===== src/rtl/brightness_to_alpha_interpolator_unit_assert.svh =====
// Assertion macros for the brightness to alpha interpolator.
`ifndef BRIGHTNESS_TO_ALPHA_INTERPOLATOR_UNIT_ASSERT_SVH
`define BRIGHTNESS_TO_ALPHA_INTERPOLATOR_UNIT_ASSERT_SVH

`ifndef SYNTHESIS
// Same-cycle implication, disabled while reset is high.
`define B2A_ASSERT_SAME(label, clk, rst, lhs, rhs) \
   label: assert property (@(posedge clk) disable iff (rst) (lhs) |-> (rhs)) \
      else $error("b2a assertion failed");
// Next-cycle implication, disabled while reset is high.
`define B2A_ASSERT_NEXT(label, clk, rst, lhs, rhs) \
   label: assert property (@(posedge clk) disable iff (rst) (lhs) |=> (rhs)) \
      else $error("b2a assertion failed");
`else
`define B2A_ASSERT_SAME(label, clk, rst, lhs, rhs)
`define B2A_ASSERT_NEXT(label, clk, rst, lhs, rhs)
`endif

`endif


===== src/rtl/b2a_pkg.sv =====
// Types, breakpoint tables and constants of the brightness to alpha interpolator.
package b2a_pkg;

   localparam int FIELD_W   = 12;
   localparam int LEVELS_A  = 20;
   localparam int LEVELS_B  = 23;
   localparam int IDX_W     = 5;   // segment index 0 .. LEVELS_B
   localparam int DY_W      = 7;   // largest alpha drop across one segment is 80
   localparam int PROD_W    = 14;  // dy * dx stays below 80 * 164
   localparam int RCP_SHIFT = 22;  // PROD_W plus eight bits for divisors up to 164
   localparam int RCP_W     = RCP_SHIFT + 1;
   localparam int CSR_IDX_W = 1;

   localparam logic [CSR_IDX_W-1:0] CSR_TABLE_SELECT = 1'd0;
   localparam logic [CSR_IDX_W-1:0] CSR_OVERRIDE     = 1'd1;

   localparam logic [FIELD_W-1:0] LEVEL_A [LEVELS_A] = '{
      12'd0,   12'd1,   12'd165, 12'd195, 12'd235, 12'd305, 12'd400,
      12'd500, 12'd580, 12'd591, 12'd660, 12'd720, 12'd780, 12'd825,
      12'd865, 12'd900, 12'd963, 12'd1000, 12'd1050, 12'd1100
   };
   localparam logic [FIELD_W-1:0] VALUE_A [LEVELS_A] = '{
      12'd1020, 12'd1020, 12'd1001, 12'd993, 12'd980, 12'd960, 12'd920,
      12'd880,  12'd840,  12'd800,  12'd720, 12'd640, 12'd560, 12'd480,
      12'd400,  12'd320,  12'd240,  12'd160, 12'd80,  12'd0
   };
   localparam logic [FIELD_W-1:0] LEVEL_B [LEVELS_B] = '{
      12'd0,   12'd1,   12'd2,   12'd3,   12'd4,   12'd5,   12'd6,   12'd8,
      12'd10,  12'd15,  12'd20,  12'd30,  12'd45,  12'd70,  12'd100, 12'd120,
      12'd140, 12'd160, 12'd180, 12'd200, 12'd220, 12'd240, 12'd260
   };
   localparam logic [FIELD_W-1:0] VALUE_B [LEVELS_B] = '{
      12'hff, 12'hfc, 12'hfb, 12'hfa, 12'hf9, 12'hf8, 12'hf7, 12'hf6,
      12'hf4, 12'hf0, 12'hea, 12'he0, 12'hd0, 12'hbc, 12'h98, 12'h80,
      12'h70, 12'h58, 12'h48, 12'h30, 12'h20, 12'h10, 12'h00
   };

   // One interpolation segment: alpha = ya - dy * (x - xa) * rcp >> RCP_SHIFT.
   typedef struct packed {
      logic [FIELD_W-1:0] xa;
      logic [FIELD_W-1:0] ya;
      logic [DY_W-1:0]    dy;
      logic [RCP_W-1:0]   rcp;
   } seg_type;

endpackage


===== src/rtl/b2a_req_if.sv =====
// Request channel carrying one brightness item.
interface b2a_req_if;
   logic                          valid;
   logic                          ready;
   logic [b2a_pkg::FIELD_W-1:0]   brightness;

   modport source (output valid, output brightness, input ready);
   modport sink   (input valid, input brightness, output ready);
endinterface


===== src/rtl/b2a_rsp_if.sv =====
// Response channel carrying one alpha item.
interface b2a_rsp_if;
   logic                          valid;
   logic                          ready;
   logic [b2a_pkg::FIELD_W-1:0]   alpha;

   modport source (output valid, output alpha, input ready);
   modport sink   (input valid, input alpha, output ready);
endinterface


===== src/rtl/b2a_seg_lut.sv =====
// Segment constant table: start point, start alpha, drop and divisor reciprocal.
module b2a_seg_lut (
   input  logic                          tsel,
   input  logic [b2a_pkg::IDX_W-1:0]     idx,
   output b2a_pkg::seg_type              seg
);

   b2a_pkg::seg_type seg_a [b2a_pkg::LEVELS_A+1];
   b2a_pkg::seg_type seg_b [b2a_pkg::LEVELS_B+1];

   // Segment 0 is the flat part at the first breakpoint, the last one the flat tail.
   for (genvar k = 0; k <= b2a_pkg::LEVELS_A; k++) begin : g_seg_a
      if (k == 0) begin : g_first
         assign seg_a[k] = '{xa: '0, ya: b2a_pkg::VALUE_A[0], dy: '0, rcp: '0};
      end else if (k == b2a_pkg::LEVELS_A) begin : g_last
         assign seg_a[k] = '{xa: b2a_pkg::LEVEL_A[k-1], ya: b2a_pkg::VALUE_A[k-1],
                             dy: '0, rcp: '0};
      end else begin : g_mid
         localparam int Den = int'(b2a_pkg::LEVEL_A[k]) - int'(b2a_pkg::LEVEL_A[k-1]);
         localparam int Rcp = ((1 << b2a_pkg::RCP_SHIFT) + Den - 1) / Den;
         assign seg_a[k] = '{xa: b2a_pkg::LEVEL_A[k-1], ya: b2a_pkg::VALUE_A[k-1],
                             dy: b2a_pkg::DY_W'(b2a_pkg::VALUE_A[k-1] - b2a_pkg::VALUE_A[k]),
                             rcp: b2a_pkg::RCP_W'(Rcp)};
      end
   end

   for (genvar k = 0; k <= b2a_pkg::LEVELS_B; k++) begin : g_seg_b
      if (k == 0) begin : g_first
         assign seg_b[k] = '{xa: '0, ya: b2a_pkg::VALUE_B[0], dy: '0, rcp: '0};
      end else if (k == b2a_pkg::LEVELS_B) begin : g_last
         assign seg_b[k] = '{xa: b2a_pkg::LEVEL_B[k-1], ya: b2a_pkg::VALUE_B[k-1],
                             dy: '0, rcp: '0};
      end else begin : g_mid
         localparam int Den = int'(b2a_pkg::LEVEL_B[k]) - int'(b2a_pkg::LEVEL_B[k-1]);
         localparam int Rcp = ((1 << b2a_pkg::RCP_SHIFT) + Den - 1) / Den;
         assign seg_b[k] = '{xa: b2a_pkg::LEVEL_B[k-1], ya: b2a_pkg::VALUE_B[k-1],
                             dy: b2a_pkg::DY_W'(b2a_pkg::VALUE_B[k-1] - b2a_pkg::VALUE_B[k]),
                             rcp: b2a_pkg::RCP_W'(Rcp)};
      end
   end

   always_comb begin
      seg = seg_a[0];
      if (tsel) begin
         if (idx <= b2a_pkg::IDX_W'(b2a_pkg::LEVELS_B)) begin
            seg = seg_b[idx];
         end
      end else begin
         if (idx <= b2a_pkg::IDX_W'(b2a_pkg::LEVELS_A)) begin
            seg = seg_a[idx];
         end
      end
   end

endmodule


===== src/rtl/brightness_to_alpha_interpolator_unit.sv =====
// Top level of the brightness to dimming-layer alpha interpolator.
//
// Converts a 12-bit backlight brightness into a 12-bit dimming-layer alpha by
// piecewise linear interpolation over one of two constant breakpoint tables
// (20 entries when table_select is 0, 23 when it is 1). A nonzero
// override_alpha replaces every result. The datapath is a five-register
// pipeline: breakpoint compare, segment table read, dy * dx multiply,
// reciprocal multiply for the truncating divide, then final subtract and
// override select into the output register. One item is taken per cycle while
// rsp_bus accepts; each result passes through all five registers before it is
// offered on rsp_bus. Each stage holds its item while the next is full, so a
// stall on the response side fills the bubbles first and only then stops
// req_bus.ready. Registers are written through csr_we / csr_index / csr_wdata
// and must only be changed while no item is in flight.

`include "brightness_to_alpha_interpolator_unit_assert.svh"

module brightness_to_alpha_interpolator_unit (
   input  logic                              clock,
   input  logic                              reset,
   b2a_req_if.sink                           req_bus,
   b2a_rsp_if.source                         rsp_bus,
   input  logic                              csr_we,
   input  logic [b2a_pkg::CSR_IDX_W-1:0]     csr_index,
   input  logic [b2a_pkg::FIELD_W-1:0]       csr_wdata
);

   // configuration registers
   logic                          tsel_ff;
   logic [b2a_pkg::FIELD_W-1:0]   ovr_ff;

   // stage 1: segment index
   logic                          v1_ff;
   logic [b2a_pkg::FIELD_W-1:0]   x1_ff;
   logic [b2a_pkg::IDX_W-1:0]     idx1_ff, idx1_in;

   // stage 2: segment constants
   logic                          v2_ff;
   logic [b2a_pkg::FIELD_W-1:0]   x2_ff;
   b2a_pkg::seg_type              seg2_ff, seg2_in;

   // stage 3: dy * dx product
   logic                          v3_ff;
   logic [b2a_pkg::PROD_W-1:0]    p3_ff, p3_in;
   logic [b2a_pkg::FIELD_W-1:0]   ya3_ff;
   logic [b2a_pkg::RCP_W-1:0]     rcp3_ff;

   // stage 4: quotient
   logic                          v4_ff;
   logic [b2a_pkg::DY_W-1:0]      q4_ff, q4_in;
   logic [b2a_pkg::FIELD_W-1:0]   ya4_ff;

   // output register
   logic                          vo_ff;
   logic [b2a_pkg::FIELD_W-1:0]   alpha_ff, alpha_in;

   logic en1, en2, en3, en4, en_out;
   logic [b2a_pkg::FIELD_W-1:0]          dx;
   logic [b2a_pkg::DY_W+b2a_pkg::FIELD_W-1:0] prod_full;
   logic [b2a_pkg::PROD_W+b2a_pkg::RCP_W-1:0] quot_full;

   // Advance a stage when it is empty or its successor advances.
   assign en_out = !vo_ff || rsp_bus.ready;
   assign en4    = !v4_ff || en_out;
   assign en3    = !v3_ff || en4;
   assign en2    = !v2_ff || en3;
   assign en1    = !v1_ff || en2;

   assign req_bus.ready = en1;
   assign rsp_bus.valid = vo_ff;
   assign rsp_bus.alpha = alpha_ff;

   // Configuration writes.
   always_ff @(posedge clock) begin
      if (reset) begin
         tsel_ff <= 1'b0;
         ovr_ff  <= '0;
      end else if (csr_we) begin
         unique case (csr_index)
            b2a_pkg::CSR_TABLE_SELECT: tsel_ff <= csr_wdata[0];
            b2a_pkg::CSR_OVERRIDE:     ovr_ff  <= csr_wdata;
            default: ;
         endcase
      end
   end

   // Index of the first breakpoint at or above x: count the breakpoints below it.
   always_comb begin
      idx1_in = '0;
      if (tsel_ff) begin
         for (int i = 0; i < b2a_pkg::LEVELS_B; i++) begin
            if (b2a_pkg::LEVEL_B[i] < req_bus.brightness) begin
               idx1_in = b2a_pkg::IDX_W'(i + 1);
            end
         end
      end else begin
         for (int i = 0; i < b2a_pkg::LEVELS_A; i++) begin
            if (b2a_pkg::LEVEL_A[i] < req_bus.brightness) begin
               idx1_in = b2a_pkg::IDX_W'(i + 1);
            end
         end
      end
   end

   b2a_seg_lut u_seg_lut (
      .tsel (tsel_ff),
      .idx  (idx1_ff),
      .seg  (seg2_in)
   );

   // dx never exceeds the segment width wherever dy is nonzero.
   assign dx        = x2_ff - seg2_ff.xa;
   assign prod_full = seg2_ff.dy * dx;
   assign p3_in     = prod_full[b2a_pkg::PROD_W-1:0];

   // Exact truncating divide by the segment width via its rounded-up reciprocal.
   assign quot_full = p3_ff * rcp3_ff;
   assign q4_in     = quot_full[b2a_pkg::RCP_SHIFT +: b2a_pkg::DY_W];

   assign alpha_in  = (ovr_ff != '0) ? ovr_ff
                    : ya4_ff - {{(b2a_pkg::FIELD_W-b2a_pkg::DY_W){1'b0}}, q4_ff};

   // Valid bits.
   always_ff @(posedge clock) begin
      if (reset) begin
         v1_ff <= 1'b0;
         v2_ff <= 1'b0;
         v3_ff <= 1'b0;
         v4_ff <= 1'b0;
         vo_ff <= 1'b0;
      end else begin
         if (en1)    v1_ff <= req_bus.valid;
         if (en2)    v2_ff <= v1_ff;
         if (en3)    v3_ff <= v2_ff;
         if (en4)    v4_ff <= v3_ff;
         if (en_out) vo_ff <= v4_ff;
      end
   end

   // Payload: hold while the stage is stalled.
   always_ff @(posedge clock) begin
      if (en1) begin
         x1_ff   <= req_bus.brightness;
         idx1_ff <= idx1_in;
      end
      if (en2) begin
         x2_ff   <= x1_ff;
         seg2_ff <= seg2_in;
      end
      if (en3) begin
         p3_ff   <= p3_in;
         ya3_ff  <= seg2_ff.ya;
         rcp3_ff <= seg2_ff.rcp;
      end
      if (en4) begin
         q4_ff   <= q4_in;
         ya4_ff  <= ya3_ff;
      end
      if (en_out) begin
         alpha_ff <= alpha_in;
      end
   end

   // An accepted item lands in stage 1.
   `B2A_ASSERT_NEXT(a_accept_fills_s1, clock, reset, req_bus.valid && req_bus.ready, v1_ff)
   // The interpolated drop never exceeds the segment's start alpha.
   `B2A_ASSERT_SAME(a_quot_in_range, clock, reset, v4_ff,
                    {{(b2a_pkg::FIELD_W-b2a_pkg::DY_W){1'b0}}, q4_ff} <= ya4_ff)
   // A stalled stage 2 keeps its item.
   `B2A_ASSERT_NEXT(a_s2_holds, clock, reset, v2_ff && !en3, v2_ff && $stable(seg2_ff))

endmodule


===== src/flat_wrapper.sv =====
// flat-port wrapper written by rule: the top's interface ports become plain ports
module brightness_to_alpha_interpolator_unit_flat 
  (clock, reset, csr_we, csr_index, csr_wdata, req_bus_valid, req_bus_brightness, req_bus_ready, rsp_bus_valid, rsp_bus_alpha, rsp_bus_ready);
  b2a_req_if req_bus_i ();
  b2a_rsp_if rsp_bus_i ();
  input  logic clock;
  input  logic reset;
  input  logic csr_we;
  input  logic [b2a_pkg::CSR_IDX_W-1:0] csr_index;
  input  logic [b2a_pkg::FIELD_W-1:0] csr_wdata;
  input wire logic [$bits(req_bus_i.valid)-1:0] req_bus_valid;
  input wire logic [$bits(req_bus_i.brightness)-1:0] req_bus_brightness;
  output wire logic [$bits(req_bus_i.ready)-1:0] req_bus_ready;
  output wire logic [$bits(rsp_bus_i.valid)-1:0] rsp_bus_valid;
  output wire logic [$bits(rsp_bus_i.alpha)-1:0] rsp_bus_alpha;
  input wire logic [$bits(rsp_bus_i.ready)-1:0] rsp_bus_ready;
  assign req_bus_i.valid = req_bus_valid;
  assign req_bus_i.brightness = req_bus_brightness;
  assign req_bus_ready = req_bus_i.ready;
  assign rsp_bus_valid = rsp_bus_i.valid;
  assign rsp_bus_alpha = rsp_bus_i.alpha;
  assign rsp_bus_i.ready = rsp_bus_ready;
  brightness_to_alpha_interpolator_unit u_core (.clock(clock), .reset(reset), .req_bus(req_bus_i), .rsp_bus(rsp_bus_i), .csr_we(csr_we), .csr_index(csr_index), .csr_wdata(csr_wdata));
endmodule

===== config.mk =====
export PLATFORM = sky130hd
export DESIGN_NAME = brightness_to_alpha_interpolator_unit_flat
export DESIGN_NICKNAME = d
export VERILOG_FILES = /design/src/rtl/b2a_pkg.sv /design/src/rtl/b2a_req_if.sv /design/src/rtl/b2a_rsp_if.sv /design/src/rtl/b2a_seg_lut.sv /design/src/rtl/brightness_to_alpha_interpolator_unit.sv /design/src/flat_wrapper.sv
export VERILOG_INCLUDE_DIRS = /design/src /design/src/rtl
export SDC_FILE = /design/constraint.sdc
export NUM_CORES = 1
export LEC_CHECK = 0
export ABC_AREA = 1
export BUFFER_PORTS_ARGS = -buffer_cell sky130_fd_sc_hd__buf_2
export CAP_MARGIN = 40
export CORE_UTILIZATION = 65
export CTS_BUF_LIST = sky130_fd_sc_hd__clkbuf_16
export DETAILED_ROUTE_END_ITERATION = 8
export PLACE_DENSITY = 0.82
export SLEW_MARGIN = 15
export SYNTH_ARGS = -nofsm -noshare
export SYNTH_HDL_FRONTEND = slang
export SYNTH_SLANG_ARGS = --single-unit

===== constraint.sdc =====
create_clock -name clock -period 7.1 [get_ports clock]
set_input_delay 0.71 -clock clock [delete_from_list [all_inputs] [get_ports clock]]
set_output_delay 0.71 -clock clock [all_outputs]
set_load 0.01 [all_outputs]

==> Word-level counts from Yosys, hierarchy flattened <==
Memory sizes are Yosys's and may differ from the RTL's.
Index checks and enable logic that the tools add are counted.
{ "op_classes": {"n_mux": 50, "mul": 2, "n_addsub": 2, "bitwise_logic": 2, "n_reduce_logical": 13, "n_lt_le_gt_ge": 44} }
{ "ops": {"columns": ["operator", "n"], "rows": [
  ["2-to-1 mux 54 bit", 7],
  ["2-to-1 mux 5 bit", 27],
  ["< comparator 10 x 12 -> 1 bit, first input constant", 10],
  ["< comparator 8 x 12 -> 1 bit, first input constant", 9],
  ["< comparator 9 x 12 -> 1 bit, first input constant", 4],
  ["< comparator 3 x 12 -> 1 bit, first input constant", 3],
  ["< comparator 4 x 12 -> 1 bit, first input constant", 3],
  ["< comparator 7 x 12 -> 1 bit, first input constant", 3],
  ["2-to-1 mux 4 bit", 8],
  ["multiplier 14 x 23 -> 29 bit", 1],
  ["< comparator 1 x 12 -> 1 bit, first input constant", 2],
  ["< comparator 11 x 12 -> 1 bit, first input constant", 2],
  ["< comparator 2 x 12 -> 1 bit, first input constant", 2],
  ["< comparator 5 x 12 -> 1 bit, first input constant", 2],
  ["multiplier 7 x 12 -> 14 bit", 1],
  ["< comparator 6 x 12 -> 1 bit, first input constant", 1],
  ["2-to-1 mux 12 bit", 1],
  ["2-to-1 mux 3 bit", 4],
  ["nonzero test 12 bit", 1],
  ["subtractor 12 bit", 1],
  ["subtractor 12 x 7 -> 12 bit", 1],
  ["less-or-equal comparator 5 bit, second input constant", 2],
  [">= comparator 6 bit, second input constant", 1],
  ["inverter 5 -> 6 bit", 1],
  ["6 further kinds", 16]
]} }
{ "word_totals": {"mem_bits_ro": 3456, "memories": 2, "register_bits": 181, "elab_cells": 135} }
{ "mem_list": {"columns": ["memory", "depth", "word_bits", "rd", "rd_ports_with_merged_regs", "write_ports", "line", "rtl"], "rows": [
  ["(no name shown)", 32, 54, 1, 0, 0, "b2a_seg_lut.sv:50", "seg = seg_a[idx];"],
  ["(no name shown)", 32, 54, 1, 0, 0, "b2a_seg_lut.sv:46", "seg = seg_b[idx];"]
]} }

==> Longest topological paths before layout <==
{ "depth": {"ltp_word": 25, "ltp_mapped": 32, "ltp_nobuf": 32} }

==> Modules after synthesis <==
A second synthesis with hierarchy kept.
{ "unflattened": {"cells_unflattened": 2427, "hier_area_um2": 20121.8} }
{ "modules_own_cells": {"columns": ["mod", "n_inst", "area_each_um2", "cells_each"], "rows": [
  ["brightness_to_alpha_interpolator_unit", 1, 18243.7, 2026],
  ["b2a_seg_lut", 1, 1878.1, 401]
]} }

==> Worst setup path before layout <==
No wires, ideal clock.
{ "synth_timing": {"path_kind": "reg2reg", "start": "reg u_core.p3_ff[13] in the netlist's numbering", "end": "reg u_core.q4_ff[3] in the netlist's numbering, data pin", "synth_period_minus_slack_ps": 5652, "t_arrival_ps": 5386, "path_buffers": 2, "setup_slack_ps": 1448, "setup_time_ps": 265, "stages_incl_launch_ff": 23, "cell_sequence": "edfxtp_1 clkbuf_1 clkbuf_1 nand2_1 fa_1 inv_1 fa_1 inv_1 fa_1 fa_1 inv_1 fa_1 inv_1 fa_1 inv_1 ha_1 nand2_1 nor2_1 inv_1 nor3_1 nand3_1 o21ai_0 xor2_1"} }
{ "synth_via": {"elab_chain_cells": 1} }
{ "synth_rtl": {"columns": ["element", "line", "rtl"], "rows": [
  ["from (decl)", "brightness_to_alpha_interpolator_unit.sv:44", "logic [b2a_pkg::PROD_W-1:0] p3_ff, p3_in;"],
  ["from (signal assigned)", "brightness_to_alpha_interpolator_unit.sv:151", "p3_ff <= p3_in;"],
  ["multiplier 14 x 23 -> 29 bit", "brightness_to_alpha_interpolator_unit.sv:117", "assign quot_full = p3_ff * rcp3_ff;"],
  ["named net u_core.quot_full (one bit)", "brightness_to_alpha_interpolator_unit.sv:60", "logic [b2a_pkg::PROD_W+b2a_pkg::RCP_W-1:0] quot_full;"],
  ["to (signal assigned)", "brightness_to_alpha_interpolator_unit.sv:156", "q4_ff <= q4_in;"],
  ["to (decl)", "brightness_to_alpha_interpolator_unit.sv:50", "logic [b2a_pkg::DY_W-1:0] q4_ff, q4_in;"]
]} }
The timed path passes the listed nets, and every way through them passes these cells.
A chain may end at the register's enable or synchronous reset.

==> Worst setup path in the final report <==
{ "layout_timing": {"start": "reg u_core.rcp3_ff[10] in the netlist's numbering", "end": "reg u_core.q4_ff[6] in the netlist's numbering, data pin"} }
{ "layout_via": {"elab_chain_cells": 1} }
{ "layout_rtl": {"columns": ["element", "line", "rtl"], "rows": [
  ["from (decl)", "brightness_to_alpha_interpolator_unit.sv:46", "logic [b2a_pkg::RCP_W-1:0] rcp3_ff;"],
  ["from (signal assigned)", "brightness_to_alpha_interpolator_unit.sv:153", "rcp3_ff <= seg2_ff.rcp;"],
  ["multiplier 14 x 23 -> 29 bit", "brightness_to_alpha_interpolator_unit.sv:117", null],
  ["named net u_core.quot_full (one bit)", "brightness_to_alpha_interpolator_unit.sv:60", null]
]} }
The timed path passes the listed nets, and every way through them passes these cells.

==> flow_metrics.py <==
metrics = {
    "clock_tree": {
        "cts_setup_buffers": 0,
        "cts_buffers": 17,
        "cts.root.buffer_cell": "clkbuf_16",
        "cts_hold_buf": 0,
        "cts_sinks": 172,
        "clock_latency_ns": 0.45,
        "cts_buffer_depth": 2,
        "clk_pin_slew_ns": 0.09,
        "cts_resized": 0,
        "tritoncts": "yes",
        "htreeDepth": 4,
    },
    "floorplanning": {
        "initial_core_util": 0.659,
        "die_x_microns": 175,
        "pin_count": 44,
        "die_h_microns": 175,
        "num_rows": 63,
        "core_area_sq_um": 29600,
        "dieArea_sq_um": 30700,
    },
    "pwr": {
        "power_density_nw_per_um2": 219,
        "ir_drop_mv": 0.145,
        "p_leak_nw": 10.8,
        "p_total_mw": 4.52,
    },
    "sta": {
        "fmax_ghz": 0.161,
        "min_period_ns": 6.21,
        "slew_headroom": 0.410,
        "rsz0062_at_grt": "no",
        "skew_ns": 0.0155,
        "hold_viol_final": 0,
        "worstMarginPinSlew_ns": 0.885,
        "period_share": 0.874,
        "fin_hold_ws_ns": 0.410,
        "setup_tns_ns": 0,
        "setup_viol_count_final": 0,
        "maxSlewViolCount": 0,
        "post-route-worst-setup-slack_ns": 0.895,
    },
    "run_status": {
        "failed_checks": "DRC",
        "outcome": "complete, but fails checks",
    },
    "routing": {
        "routedWlPerCell_microns": 18.6,
        "vias": 15563,
        "drc": 2,
        "routed_wl_mm": 50.4,
        "dr.pass1.iters": 9,
        "via_per_inst": 5.73,
        "ant_nets": 0,
        "drt_iter0_markers": 1376,
    },
    "synthesis": {
        "synth_warnings": 0,
        "syn_inst": 2310,
        "synth-seq-cells": 172,
        "synth_enable_flop_cells": 154,
        "synthTopCellsByCount": "580 x inv_1, 499 x nand2_1, 258 x fa_1",
        "synth_area_per_cell_sq_um": 8.43,
        "synth_area_sq_um": 19500,
        "synth-main-ff-cell": "edfxtp_1",
        "synthesis.nets": 2720,
        "yosysMostFrequentCell": "inv_1",
        "yosysTopAreaCell": "fa_1",
        "synth_top_area_share": 0.265,
        "synth.distinct_cells": 62,
        "ys_seq_area_frac": 0.256,
        "async_flop_share": 0,
        "synth.area.top_cells": "fa_1 27%, edfxtp_1 24%, inv_1 11%",
    },
    "run": {
        "drv_cap": 0,
    },
    "layout": {
        "fin_area_sq_um": 20700,
        "final_net_count": 2722,
        "diodes": 0,
        "stdcell_count": 2715,
        "areaGrowthSynthToFinish_pct": 6.15,
        "final_layout_size_suffix_gt1_frac": 0.0589,
        "final_util": 0.700,
    },
    "global_route": {
        "grt_pass1_vias": 16143,
        "antenna_found_initial": 0,
        "grt-ovfl-total": 0,
        "grt_start_max_net_pins": 63,
        "grt_pass1_wl_mm": 81.9,
        "track_usage": 0.347,
    },
    "worst_setup_path": {
        "crit_path_end_kind": "flip-flop",
        "crit_arrival_ns": 6.38,
        "required_ns": 7.28,
        "critPathLaunchType": "flip-flop",
        "crit_fanout": 14,
        "critPathKind": "flip-flop to flip-flop",
    },
    "hold_path": {
        "hold_class": "flip-flop to flip-flop",
    },
    "placement": {
        "dp_cells": 2679,
        "numPortBuffers": 43,
        "place_ws_ns": 0.991,
        "place_area_sq_um": 20000,
        "gp_congestion": 1.01,
        "dpl.hpwl_mm": 38.8,
    },
}
## sequential cells by signal (all words and copies together), names as in the netlist, 5 cells and up
| signal | count |
|---|---|
| u_core.x1_ff | 12 |
| u_core.rcp3_ff | 22 |
| u_core.ya4_ff | 10 |
| u_core.q4_ff | 7 |
| u_core.ovr_ff | 12 |
| u_core.ya3_ff | 10 |
| u_core.p3_ff | 14 |
| u_core.rsp_bus.alpha | 12 |
| u_core.idx1_ff | 5 |
| u_core.seg2_ff | 50 |
| u_core.x2_ff | 12 |
## routing by layer
layer | up-vias | GRT usage | wire, microns
li1 | 7073 | - | -
met1 | 7444 | 0.447 | 19400
met2 | 851 | 0.571 | 24000
met3 | 195 | 0.0535 | 4300
met4 | 0 | 0.179 | 2630
met5 | - | 0 | 0
## final timing paths
check                                   startpoint                  to  slack [ns]  cells past startpoint
worst max register to register  u_core.rcp3_ff[10]     u_core.q4_ff[6]        0.89                     19
worst min register to register  u_core.seg2_ff[15]  u_core.rcp3_ff[15]        0.41                      0
worst max-delay path            u_core.rcp3_ff[10]     u_core.q4_ff[6]        0.89                     19
worst min-delay path            u_core.seg2_ff[15]  u_core.rcp3_ff[15]        0.41                      0
## layout by cell type, fill, tap and decap left out, types with 9 or more instances in the layout
cell type  synthesis  routed
nor3_1            21      21
a21oi_1           99      99
nand3_1           28      28
a211oi_1          11      11
xnor2_1           19      19
ha_1             122     122
nand4_1            9       9
fa_1             258     258
buf_2              3      43
dfxtp_1           18      18
xor2_1            28      28
o211ai_1          11      11
buf_4              3      10
a31oi_1           12      12
nand2_1          499     499
nor2_1           157     157
o22ai_1           13      13
o31ai_1           14      14
edfxtp_1         154     154
inv_1            580     578
o21ai_0           79      79
clkbuf_16          0      17
o21ai_1            9       9
## logic make-up (layout without fill, tap and decap cells)
logic type / count (synthesis) / count (layout) / share of synthesized area
AO/OA/AOI/OAI: 289 / 289 / 0.0889
buffers and inverters: 667 / 682 / 0.130
flip-flops: 172 / 172 / 0.256
AND/OR/NAND/NOR: 751 / 751 / 0.158
XOR/XNOR: 51 / 51 / 0.0245
adder cells (fa/ha/maj): 380 / 380 / 0.344
## final cells by class
cell class / instances / area, sq um
well taps: 390 / 488
clock buffers: 17 / 425
inverters: 589 / 2210
flip-flops and latches: 172 / 4980
fillers: 2283 / 8880
repair buffers: 61 / 410
multi-input cells: 1471 / 12000
clock inverters: 15 / 190
## power by group
group | switching [mW] | internal [mW] | leakage [nW]
Clock | 0.466 | 0.481 | 0.299
Sequential | 0.218 | 1.28 | 1.91
Combinational | 1.33 | 0.747 | 8.56
Total | 2.01 | 2.51 | 10.8
## critical path: stages, from the launching register on
cell and delay (ns):
edfxtp_1 0.80, nand2_1 0.17, fa_1 0.56, inv_1 0.07, fa_1 0.54, inv_1 0.06, fa_1 0.53, fa_1 0.55
inv_1 0.06, fa_1 0.53, inv_1 0.06, fa_1 0.53, inv_1 0.04, ha_1 0.34, nand2_1 0.12, nor2_1 0.16
nand4_1 0.10, o21ai_0 0.40, a21oi_1 0.15, xnor2_1 0.15
Note: power is estimated with default switching activity, not from simulation.
